--- config.mk ---
export PLATFORM = sky130hd
export DESIGN_NAME = pss_ram
export DESIGN_NICKNAME = d
export VERILOG_FILES = /design/src/rtl/pss_ram.sv
export SDC_FILE = /design/constraint.sdc
export NUM_CORES = 1
export LEC_CHECK = 0
export ABC_AREA = 1
export BUFFER_PORTS_ARGS = -buffer_cell sky130_fd_sc_hd__buf_2
export CAP_MARGIN = 20
export CORE_UTILIZATION = 45
export CTS_BUF_LIST = sky130_fd_sc_hd__clkbuf_16
export DETAILED_ROUTE_END_ITERATION = 10
export PLACE_DENSITY = 0.65
export SETUP_SLACK_MARGIN = 0.15
export SLEW_MARGIN = 5
export SYNTH_ARGS = -nofsm -noshare
export SYNTH_HDL_FRONTEND = slang
export SYNTH_SLANG_ARGS = --single-unit
--- constraint.sdc ---
create_clock -name clk -period 0.9 [get_ports clk]
set_input_delay 0.045 -clock clk [delete_from_list [all_inputs] [get_ports clk]]
set_output_delay 0.045 -clock clk [all_outputs]
set_load 0.02 [all_outputs]
--- src/rtl/pss_ram.sv ---
`default_nettype none

module pss_ram #(
  parameter int unsigned WIDTH = 1,
  parameter int unsigned DEPTH = 16
) (
  input  wire                     clk,
  input  wire                     we,
  input  wire [$clog2(DEPTH)-1:0] waddr,
  input  wire [WIDTH-1:0]         wdata,
  input  wire [$clog2(DEPTH)-1:0] raddr,
  output logic [WIDTH-1:0]        rdata
);

  logic [WIDTH-1:0] mem [DEPTH];

  always_ff @(posedge clk) begin
    if (we) begin
      mem[waddr] <= wdata;
    end
    rdata <= mem[raddr];
  end

endmodule

`default_nettype wire

# After elaboration in Yosys (flattened, before gate mapping)
# Memories as Yosys holds them, arrays and structs flattened. A register that Yosys moved wholly into a read port is not among the register bits.
# Index checks and enable logic that the tools add are counted.
# W data, S select, Z words.
[word_totals] reg_bits=0 mem_bits_rw=16 input_bits=11 output_inout_bits=1 elab_cells=3 memories=1
[op_classes] n_mux=2
[mem_list] memory="mem" words=16 word_bits=1 rd=1 rd_clocked_by_memory_dff=1 write_ports=1 line="15" source="logic [WIDTH-1:0] mem [DEPTH];"
[op_table] operator="$mux W1" n=2

# Depth between registers and ports, before layout
[logic_depth] ltp_word=2 depth_mapped=8 ltp_nobuf=7

# Worst setup path before layout
# Ideal clock, no wire load.
[synth_timing] kind="flip-flop to flip-flop" from="mem mem[6]" to="reg rdata, read port of mem" setup_time_ps=113 t_arrival_ps=674 t_required_ps=787 setup_slack_ps=112 stages_incl_launch_ff=7 path_buffers=0 path_cell_list="edfxtp_1 inv_1 nand2_2 nand3_1 nand3_1 nand3_1 nand2_1"
[synth_rtl] item="start: declaration" line="15"
[synth_rtl] item="end: declaration" line="12" source="output logic [WIDTH-1:0] rdata"

==> flow_summary.toml <==
[outcome]
outcome = "completed"

[critical_path]
r2r_setup_slack_ns = 0.03
worstSetupEndpointType = "flip-flop"
reg2reg_to = "rdata$_DFF_P_"
worstPathCellList = "inv_1 > nand2_1 > nand3_1 > nand3_1 > nand3_1 > nand2_1"
start_kind = "flip-flop"
max_stage_delay_ns = 0.38
critPathMostFrequentCell = "nand3_1"
arrival_ns = 1.01
required_ns = 1.04
cp_top_family = "flip-flops"
worstSetupPathType = "reg2reg"
crit_buf_inv = 1
cp_max_fo = 1
slowest_stage = "edfxtp_1"
rr_worst_depth = 6
r2r-start = "mem[1]$_DFFE_PP_"

[clocking]
clk_pin_slew_worst_paths_ns = 0.05
worstSkewPairLatency_ns = 0.24
postCtsSetupRepairBufs = 0
cts.sinks = 17
ctsHoldBuffers = 0
cts_buffers = 3
cts_tree = "built"
clockBufferDepth = 2
htree_levels = 1
root_buffer = "clkbuf_16"

[detailed_routing]
vias_per_cell = 4.622
dr.pass1.iters = 4
drt_iter0_markers = 17
wirelength_microns = 1447
num_vias = 624
drcViolationCount = 0
drtAntennaViolNets = 0
wl_per_cell_microns = 10.72

[global_route]
antenna_found_initial = 0
overflow = 0
grt_pass1_vias = 577
grt_usage = 0.1733
grt_start_max_net_pins = 17
grt_pass1_wl_microns = 2352

[logic_synthesis]
synth_warnings = 0
avgSynthCellArea_sq_um = 8.824
synth_fp_nets = 107
yosysSeqAreaShare = 0.5908
yosysUniqueCellTypes = 11
ys_ff_latch = 17
synth_area_sq_um = 847.1
synthCells = 96

[die]
core_area_sq_um = 1745
dieArea_sq_um = 2060
die_height_microns = 45.39
initial_core_util = 0.4853
io-pin-count = 12
rows = 15
die_x_microns = 45.39

[worst_hold_path]
holdCritPathClass = "in2reg"
min_from = "raddr[3]"
whs_path_depth = 3
hold-path-endpoint = "rdata$_DFF_P_"

[power_and_ir_drop]
switchingPower_uw = 383.3
pwr-share-clk = 0.451
vdd_drop_max_mv = 1.023
switching_share = 0.2000
leakage_nw = 0.4602
combPwrFrac = 0.084
p_seq_frac = 0.466
p_per_area_nw_per_um2 = 1902
internal_power_mw = 1.533

[final_layout]
final_common_cell = "nand2_1"
final_nets = 122
drive_above_1_share = 0.1727
nFillCells = 165
final_cells = 135
most-common-layout-cells = "nand2_1, inv_1, edfxtp_1"
area.growth.synth_to_final_pct = 18.91
n_antenna_cell = 0

[sta]
whs_ns = 0.04222
fin_ws_ns = 0.03275
post-route-period-util = 0.9636
slew_viol_final = 0
skew_ns = 0.001561
fmax_ghz = 1.153
slew_headroom = 0.8409
rsz0062_at_grt = "yes"
period_minus_slack_ns = 0.8673
finalHoldViolations = 0
worst_pin_slew_ns = 0.2387
setup_viol = 0

[place]
placed_cells = 131
io_buffers = 11
pre_cts_ws_ns = 0.01147
hpwlAfterDp_microns = 1065
place.gp.congestion = 0.7666

[run]
drv_cap = 0
[cell usage after synthesis (all sizes together)]
cell / n / area share
buf: 1 / 0.013
dfxtp: 1 / 0.024
edfxtp: 16 / 0.57
inv: 21 / 0.10
nand2: 27 / 0.13
nand3: 14 / 0.083
nor2: 8 / 0.035
nor3: 8 / 0.047
[cells by family after synthesis]
family | after synthesis | share of synthesized area
AND/OR/NAND/NOR | 57 | 0.2940
buffers and inverters | 22 | 0.1152
flip-flops | 17 | 0.5908
[stage by stage]
step           utilization  area [sq um]  TNS [ns]  total power [mW]
3_3_place_gp        0.5283         922.1         0             1.058
3_5_place_dp        0.5283         922.1         0             1.061
6_report            0.5771          1007         0             1.916
5_1_grt             0.5771          1007  -0.02168             1.983
2_1_floorplan            -         847.1         0             1.004
4_1_cts             0.5735          1001         0             1.922
[repair_timing]
action	CTS	global route
pin swaps	7	4
setup endpoints to repair	1	2
cloned	0	0
resized for setup	0	2
[worst max path at each step]
| stage | startpoint | to | slack, ns | cells after the start |
|---|---|---|---|---|
| 2_1_floorplan | mem[2]$_DFFE_PP_ | rdata$_DFF_P_ | 0.12 | 6 |
| 3_3_place_gp | waddr[0] | mem[0]$_DFFE_PP_ | 0.03 | 4 |
| 3_5_place_dp | waddr[0] | mem[2]$_DFFE_PP_ | 0.01 | 4 |
| 4_1_cts | mem[1]$_DFFE_PP_ | rdata$_DFF_P_ | 0.03 | 6 |
| 5_1_grt | mem[3]$_DFFE_PP_ | rdata$_DFF_P_ | -0.02 | 6 |
| 6_report | mem[1]$_DFFE_PP_ | rdata$_DFF_P_ | 0.03 | 6 |
[sequential cells by signal, summed over array words and instances (netlist names)]
register  cells
mem          16
rdata         1
[metal layers]
metal	vias to the layer above	wire length, microns	global-route usage
met4	0	24	0.1273
met3	2	46	0.04762
met2	16	675	0.2686
li1	334	-	-
met1	272	701	0.2041
met5	-	0	0
[power groups by stage]
stage / clock [mW] / combinational, mW / sequential, mW
finish: 0.864 / 0.160 / 0.892
CTS: 0.874 / 0.156 / 0.891
global route: 0.909 / 0.180 / 0.894
detailed placement: 0 / 0.155 / 0.906
floorplan: 0 / 0.0916 / 0.912
global placement: 0 / 0.152 / 0.906
[worst reg2reg max path, cell delays in order (launching register included)]
cell and delay [ns]:
edfxtp_1 0.38, inv_1 0.07, nand2_1 0.05, nand3_1 0.07
nand3_1 0.07, nand3_1 0.08, nand2_1 0.05
[area by class of cell]
type	instances	area, sq um	share of cell area
Multi-Input combinational cell	57	249.0	0.2472
Inverter	21	86.33	0.08571
Clock buffer	3	75.07	0.07453
Timing Repair Buffer	11	61.31	0.06087
Tap cell	25	31.28	0.03106
Clock inverter	1	3.754	0.003727
Sequential cell	17	500.5	0.4969
Power figures use the tool's default switching activity.
