--- config.mk ---
export PLATFORM = sky130hd
export DESIGN_NAME = pss_core
export DESIGN_NICKNAME = d
export VERILOG_FILES = /design/src/rtl/pss_pkg.sv /design/src/rtl/pss_core.sv
export SDC_FILE = /design/constraint.sdc
export NUM_CORES = 1
export LEC_CHECK = 0
export BUFFER_PORTS_ARGS = -buffer_cell sky130_fd_sc_hd__buf_2
export CORE_MARGIN = 2
export CORE_UTILIZATION = 45
export CTS_CLUSTER_SIZE = 40
export DETAILED_ROUTE_END_ITERATION = 8
export PLACE_DENSITY = 0.67
export SLEW_MARGIN = 20
export SYNTH_ARGS = -nofsm -noshare
export SYNTH_HDL_FRONTEND = slang
export SYNTH_SLANG_ARGS = --single-unit
--- constraint.sdc ---
create_clock -name clk -period 8.25 [get_ports clk]
set_input_delay 0 -clock clk [delete_from_list [all_inputs] [get_ports clk]]
set_output_delay 0 -clock clk [all_outputs]
set_load 0.005 [all_outputs]
--- src/rtl/pss_pkg.sv ---
`default_nettype none

package pss_pkg;

  localparam int unsigned DEF_MAX_LIMIT = 65536;
  localparam int unsigned CFG_W         = 17;
  localparam int unsigned NUM_W         = 16;
  localparam int unsigned FIRST_CAND    = 2;
  localparam int unsigned MIN_LIMIT     = 3;

  localparam logic [CFG_W-1:0] LIMIT_RESET = CFG_W'(65536);

  typedef enum logic [2:0] {
    ST_CLEAR,
    ST_IDLE,
    ST_READ,
    ST_EMIT,
    ST_MARK
  } state_t;

  typedef struct packed {
    logic [NUM_W-1:0] number;
    logic             is_prime;
    logic             last;
  } result_t;

endpackage

`default_nettype wire

--- src/rtl/pss_core.sv ---
`default_nettype none

module pss_core #(
  parameter int unsigned MAX_LIMIT = pss_pkg::DEF_MAX_LIMIT,
  parameter int unsigned AW        = $clog2(MAX_LIMIT)
) (
  input  wire                  clk,
  input  wire                  rst_n,
  input  wire                  in_valid,
  input  wire                  in_restart,
  output logic                 in_ready,
  input  wire  [AW:0]          eff,
  input  wire                  out_free,
  output logic                 res_valid,
  output pss_pkg::result_t     res,
  output logic                 mem_we,
  output logic [AW-1:0]        mem_waddr,
  output logic                 mem_wdata,
  output logic [AW-1:0]        mem_raddr,
  input  wire                  mem_rdata
);

  import pss_pkg::*;

  localparam int unsigned NW = (AW > NUM_W) ? AW : NUM_W;
  localparam int unsigned JW = AW + 2;
  localparam int unsigned SW = 2 * AW;

  state_t          state_r, state_nxt;
  logic [AW-1:0]   nc_r, nc_nxt;
  logic [AW-1:0]   cand_r, cand_nxt;
  logic            prime_r, prime_nxt;
  logic            restart_r, restart_nxt;
  logic [SW-1:0]   sq_r, sq_nxt;
  logic [JW-1:0]   j_r, j_nxt;
  logic [AW-1:0]   clr_r, clr_nxt;
  result_t         res_r, res_nxt;

  logic [AW-1:0]   top_w;
  logic [AW-1:0]   cand_w;
  logic [NW-1:0]   num_ext;
  logic [JW-1:0]   j_sum;

  assign top_w   = AW'(eff - (AW+1)'(1));
  assign cand_w  = (nc_r > top_w) ? top_w : nc_r;
  assign num_ext = NW'(cand_r);
  assign j_sum   = j_r + JW'(cand_r);
  assign res     = res_r;

  always_ff @(posedge clk) begin
    if (!rst_n) begin
      state_r   <= ST_CLEAR;
      nc_r      <= AW'(FIRST_CAND);
      clr_r     <= '0;
      restart_r <= 1'b0;
    end else begin
      state_r   <= state_nxt;
      nc_r      <= nc_nxt;
      clr_r     <= clr_nxt;
      restart_r <= restart_nxt;
    end
  end

  always_ff @(posedge clk) begin
    cand_r  <= cand_nxt;
    prime_r <= prime_nxt;
    sq_r    <= sq_nxt;
    j_r     <= j_nxt;
    res_r   <= res_nxt;
  end

  always_comb begin
    state_nxt   = state_r;
    nc_nxt      = nc_r;
    cand_nxt    = cand_r;
    prime_nxt   = prime_r;
    restart_nxt = restart_r;
    sq_nxt      = sq_r;
    j_nxt       = j_r;
    clr_nxt     = clr_r;
    res_nxt     = res_r;
    in_ready    = 1'b0;
    res_valid   = 1'b0;
    mem_we      = 1'b0;
    mem_waddr   = clr_r;
    mem_wdata   = 1'b0;
    mem_raddr   = cand_w;

    case (state_r)
      ST_CLEAR: begin
        mem_we    = 1'b1;
        mem_waddr = clr_r;
        clr_nxt   = clr_r + AW'(1);
        if (clr_r == AW'(MAX_LIMIT - 1)) begin
          state_nxt = ST_IDLE;
        end
      end
      ST_IDLE: begin
        in_ready = 1'b1;
        if (in_valid) begin
          if (in_restart) begin
            res_nxt     = '0;
            restart_nxt = 1'b1;
            nc_nxt      = AW'(FIRST_CAND);
            state_nxt   = ST_EMIT;
          end else begin
            cand_nxt    = cand_w;
            restart_nxt = 1'b0;
            state_nxt   = ST_READ;
          end
        end
      end
      ST_READ: begin
        prime_nxt       = ~mem_rdata;
        sq_nxt          = SW'(cand_r) * SW'(cand_r);
        nc_nxt          = (cand_r < top_w) ? cand_r + AW'(1) : cand_r;
        res_nxt.number  = num_ext[NUM_W-1:0];
        res_nxt.is_prime = ~mem_rdata;
        res_nxt.last    = (cand_r == top_w);
        state_nxt       = ST_EMIT;
      end
      ST_EMIT: begin
        if (out_free) begin
          res_valid = 1'b1;
          if (restart_r) begin
            clr_nxt   = '0;
            state_nxt = ST_CLEAR;
          end else if (prime_r && (sq_r < SW'(eff))) begin
            j_nxt     = sq_r[JW-1:0];
            state_nxt = ST_MARK;
          end else begin
            state_nxt = ST_IDLE;
          end
        end
      end
      ST_MARK: begin
        mem_we    = 1'b1;
        mem_waddr = j_r[AW-1:0];
        mem_wdata = 1'b1;
        j_nxt     = j_sum;
        if (j_sum >= JW'(eff)) begin
          state_nxt = ST_IDLE;
        end
      end
      default: begin
        state_nxt = ST_IDLE;
      end
    endcase
  end

endmodule

`default_nettype wire

Word level (Yosys, flattened, before mapping)
Index checks and enable logic that the tools add are counted.

storage, ports and cells
  register bits = 121
  latch bits = 0
  RAM bits = 0
  ROM bits = 0
  bits of input ports = 23
  output and inout port bits = 54
  word-level logic and storage cells = 78
  memories = 0

operators by class
  $add $sub $neg = 4
  $mul = 1
  div/mod/pow operators = 0
  order comparisons = 4
  eq/ne operators = 14
  shift operators = 0
  muxes and demuxes = 30
  bitwise logic cells = 2
  reductions and logical operators = 12

operators with widths
  cell                                                                  number
  16-bit two-way mux                                                    7
  18-bit two-way mux                                                    5
  18-bit case mux with 2 select lines                                   2
  16-bit case mux with 2 select lines                                   2
  16-bit by 1-bit adder with 16-bit output, second input constant       2
  32-bit by 17-bit less-than comparator with 1-bit output               1
  16-bit by 16-bit multiplier with 32-bit output                        1
  18-bit by 16-bit adder with 18-bit output                             1
  18-bit by 17-bit >= comparator with 1-bit output                      1
  3-bit two-way mux                                                     6
  16-bit == test                                                        1
  16-bit == test, second input constant                                 1
  16-bit > comparator                                                   1
  16-bit less-than comparator                                           1
  2-bit != test, second input constant                                  8
  16-bit by 1-bit subtractor with 16-bit output, second input constant  1
  3-bit case mux with 5 select lines                                    1
  3-bit AND reduction                                                   3
  4-bit AND reduction                                                   2
  1-bit two-way mux                                                     7
  3-bit by 2-bit == test with 1-bit output, second input constant       2
  2-bit nonzero test                                                    3
  3-bit by 1-bit == test with 1-bit output, second input constant       1
  3-bit == test, second input constant                                  1
  other kinds (5)                                                       6

Longest topological paths before layout
  depth in word-level cells = 6
  gate-level depth with buffers = 23

Worst setup path after synthesis
OpenSTA, ideal clock, no wires.

  kind = register -> register
  start = reg cand_r[1]
  end = reg sq_r[30], data pin
  library setup time = 180 ps
  data arrival time = 6253 ps
  required time = 8070 ps
  slack = 1817 ps
  stages on the path, launching flop included = 21
  path buffers = 2
  cells stage by stage = edfxtp_1 clkbuf_1 clkbuf_1 nand2_1 fa_1 inv_1 fa_1 fa_1 fa_1 fa_1 inv_1 fa_1 inv_1 ha_1 and2_1 a22o_1 o41ai_1 o211ai_1 o21a_1 a2111o_1 o311ai_1

between the ends
  longest elaborated chain between the ends = 1

ends and longest elaborated chain
  element                                         line             source
  from (decl)                                     pss_core.sv:31   logic [AW-1:0] cand_r, cand_nxt;
  from (signal assigned)                          pss_core.sv:65   cand_r <= cand_nxt;
  16-bit by 16-bit multiplier with 32-bit output  pss_core.sv:115  sq_nxt = SW'(cand_r) * SW'(cand_r);
  to (signal assigned)                            pss_core.sv:67   sq_r <= sq_nxt;
  to (decl)                                       pss_core.sv:34   logic [SW-1:0] sq_r, sq_nxt;

Every way passes these cells.
A chain may end at the register's enable or synchronous reset.

Worst setup path in the final report
  start = reg cand_r[13]
  end = reg sq_r[30], data pin

Same word-level chain as after synthesis.

==> results.cfg <==
[synth]
synth_area_leader_cell = fa_1
synth.most_common_cell = inv_1
yosys.area_share.simple_pct = 14.18
syn_nets = 1974
ys_types = 65
synth.area.mux_share_pct = 2.095
yosys-top-cells-count = inv_1, ha_1, nand2_1
synth_edf_count = 84
synth_async_sr_flop_share_pct = 0
synth_fa_ha_area_share_pct = 37.69
synth_top_family_by_area = adder cells
yosysTopAreaCellShare_pct = 22.21
synth_area_leaders = fa_1, edfxtp_1, ha_1
synth_area_sq_um = 14870
synthCells = 1602
synth_xor_area_share_pct = 5.183
synthFlopType = edfxtp_1
synth-compound-area-share_pct = 10.38
ys_seq_area_share_pct = 21.81
ys_ff_latch = 120
avgSynthCellArea_sq_um = 9.282
yosys_warnings = 0

[clock_tree]
ctsLongestPathBuffers = 2
htreeDepth = 4
cts_tree = built
clk_latency_ns = 0.43
cts-root-buf = clkbuf_16
clock_sinks = 120
cts-buffers-inserted = 17
clk_pin_slew_ns = 0.06
post_cts_buffers = 0

[cells_and_area]
fin_util_pct = 50.28
diodes = 0
seqCellArea_sq_um = 3243
layout-drive-gt1-share_pct = 9.786
area_delta_synth_final_pct = 10.01
fillerInstances = 3065
final_net_count = 2045
multi_input_area_sq_um = 10350

[grt]
grt_pass1_vias = 11660
antenna_found_initial = 0
grt_max_degree = 52
overflow = 0
grt_pass1_wl_microns = 62720
grt_usage_pct = 23.84

[critical_path]
worst_setup_path_end_kind = flip-flop
worstPathMaxFanout = 22
r2r-start = cand_r[13]$_DFFE_PP_
r2r_cells = 18
r2r_setup_slack_ns = 1.38
reg2reg_to = sq_r[30]$_DFFE_PP_
critPathKind = flip-flop to flip-flop
critPathLaunch = cand_r[13]$_DFFE_PP_
critical_path.cell_chain = nand2_1, inv_1, fa_1, fa_1, fa_1, fa_1, fa_1, inv_1, fa_1, inv_1, ha_1, and2_1, a22o_1, o41ai_1, o211ai_1, o21a_1, a2111o_1, o311ai_1
cpPeakStageDelay_ns = 0.98
cpMaxStageDelayCell = edfxtp_1
required_ns = 8.51
cpMostUsedCell = fa_1
crit_arrival_ns = 7.13
startpoint_type = flip-flop

[worst_hold_path]
holdCritStartpoint = rst_n
hold_path.class = primary input to flip-flop
holdPathStages = 3
whs_endpoint = state_r[2]$_SDFFE_PN0P_

[timing]
finalSetupViolations = 0
skew_ns = 0.01303
finalCritPeriodShare_pct = 83.24
drv_slew = 0
setup_tns_ns = 0
fmax_ghz = 0.1456
finalHoldViolCount = 0
rsz0062_at_grt = false
fin_crit_ns = 6.867
worstMarginPinSlew_ns = 1.024
layout_setup_ws_ns = 1.383
slew_headroom_pct = 31.71

[floorplan]
initial_core_util_pct = 45.70
core_area_sq_um = 32540
ios = 77
rows = 66
die_y_microns = 185.8
die_x_microns = 185.8
die-area_sq_um = 34520

[drt]
avgRoutedWirePerCell_microns = 18.16
drc_errors = 0
vias = 11400
via_per_inst = 5.356
drt-initial-drc-count = 806
first_pass_iters = 5
routed_wl_microns = 38640
ant_nets = 0

[pwr]
finalPower_mw = 1.438
power.leakage_nw = 8.065
p_per_area_nw_per_um2 = 87.93
irDropWorstVdd_v = 0.0001256

[placed_design]
port-buffer-count = 76
dp_hpwl_microns = 31000
place_worst_setup_slack_ns = 1.440
gp_congestion = 0.9330

[status]
status = finished clean

[run]
cap_violations = 0
placed cells by master (no fill, tap or decap), types with 5 or more instances in the layout:
cell,netlist,routed
a211oi_1,15,15
mux2_2,25,25
nand2b_1,13,13
dfxtp_1,36,36
buf_4,0,17
buf_2,0,76
dlygate4sd3_1,0,5
xnor2_1,58,58
nand3_1,29,29
nor3_1,17,17
fa_1,165,165
a21oi_1,73,73
inv_1,294,294
o21a_1,9,9
nor4_1,7,7
nand2_1,166,166
and2_1,65,65
o21bai_1,8,8
and3_1,6,6
a31oi_1,5,5
xor2_1,30,30
ha_1,184,184
o211ai_1,6,6
a21boi_0,6,6
nand4_1,16,16
a21o_1,32,32
o21ai_0,40,40
nor2b_1,12,12
edfxtp_1,84,84
nor2_1,88,88
clkbuf_16,0,17
a31o_2,5,5
cells by family after synthesis:
family	after synthesis
simple gates	440
fa+ha+maj	349
buf+inv	341
compound gates	236
flops	120
xor+xnor	88
mux	28
registers in the layout (all words and copies together) (netlist names):
signal and flops:
cand_r 16, clr_r 16, j_r 18, nc_r 16
prime_r 1, res 18, restart_r 1, sq_r 31
state_r 3
area by class of cell:
type                            instances  share of cell area, %
Inverter                              295                  6.769
Sequential cell                       120                  19.82
Clock inverter                         14                 0.7495
Timing Repair Buffer                   98                  3.411
Multi-Input combinational cell       1141                  63.24
Clock buffer                           18                  2.623
Tap cell                              442                  3.381
worst max-delay path by stage:
stage,depth (start not counted),to,slack (ns)
after global routing,18,sq_r[26]$_DFFE_PP_,1.0
final,18,sq_r[30]$_DFFE_PP_,1.38
after floorplan,20,sq_r[30]$_DFFE_PP_,1.82
after CTS,22,sq_r[26]$_DFFE_PP_,1.42
after detailed placement,22,sq_r[26]$_DFFE_PP_,1.44
after global placement,22,sq_r[26]$_DFFE_PP_,1.57
report_power, final:
part	internal (mW)	leakage [nW]	switching (mW)
Clock	0.416	0.266	0.307
Sequential	0.638	1.07	0.00209
Combinational	0.0302	6.73	0.0455
per-stage QoR:
step	std cells	cell area, sq um	hold WS, ns
after floorplan	1602	14870	0.06042
after global placement	2091	15760	0.2597
after detailed placement	2091	15760	0.2601
after CTS	2128	16360	0.02290
after global routing	2128	16360	0.03511
final	2128	16360	0.03301
worst max-delay path, delay by kind of cell, from the launching register on:
family / cells / cell delay [ns]
DFF: 1 / 0.98
AOI/OAI and AO/OA: 6 / 1.63
adders and majority gates: 7 / 3.40
buffers and inverters: 3 / 0.23
and+or+nand+nor: 2 / 0.42
per-layer routing:
layer | track usage (%) | part of all wire (%) | up-vias | routed length, microns
met5 | 0 | 0 | - | 0
met4 | 8.472 | 3.1 | 0 | 1216
met3 | 3.717 | 5.7 | 62 | 2207
met2 | 40.06 | 47 | 323 | 18310
met1 | 31.18 | 44 | 5604 | 16900
li1 | - | - | 5408 | -
what timing repair did:
item | CTS | global route
resized for setup | 0 | 0
setup endpoints to repair | 0 | 0
endpoints found under the hold margin | 4 | 0
hold buffers | 5 | 0
Power figures use the tool's default switching activity.
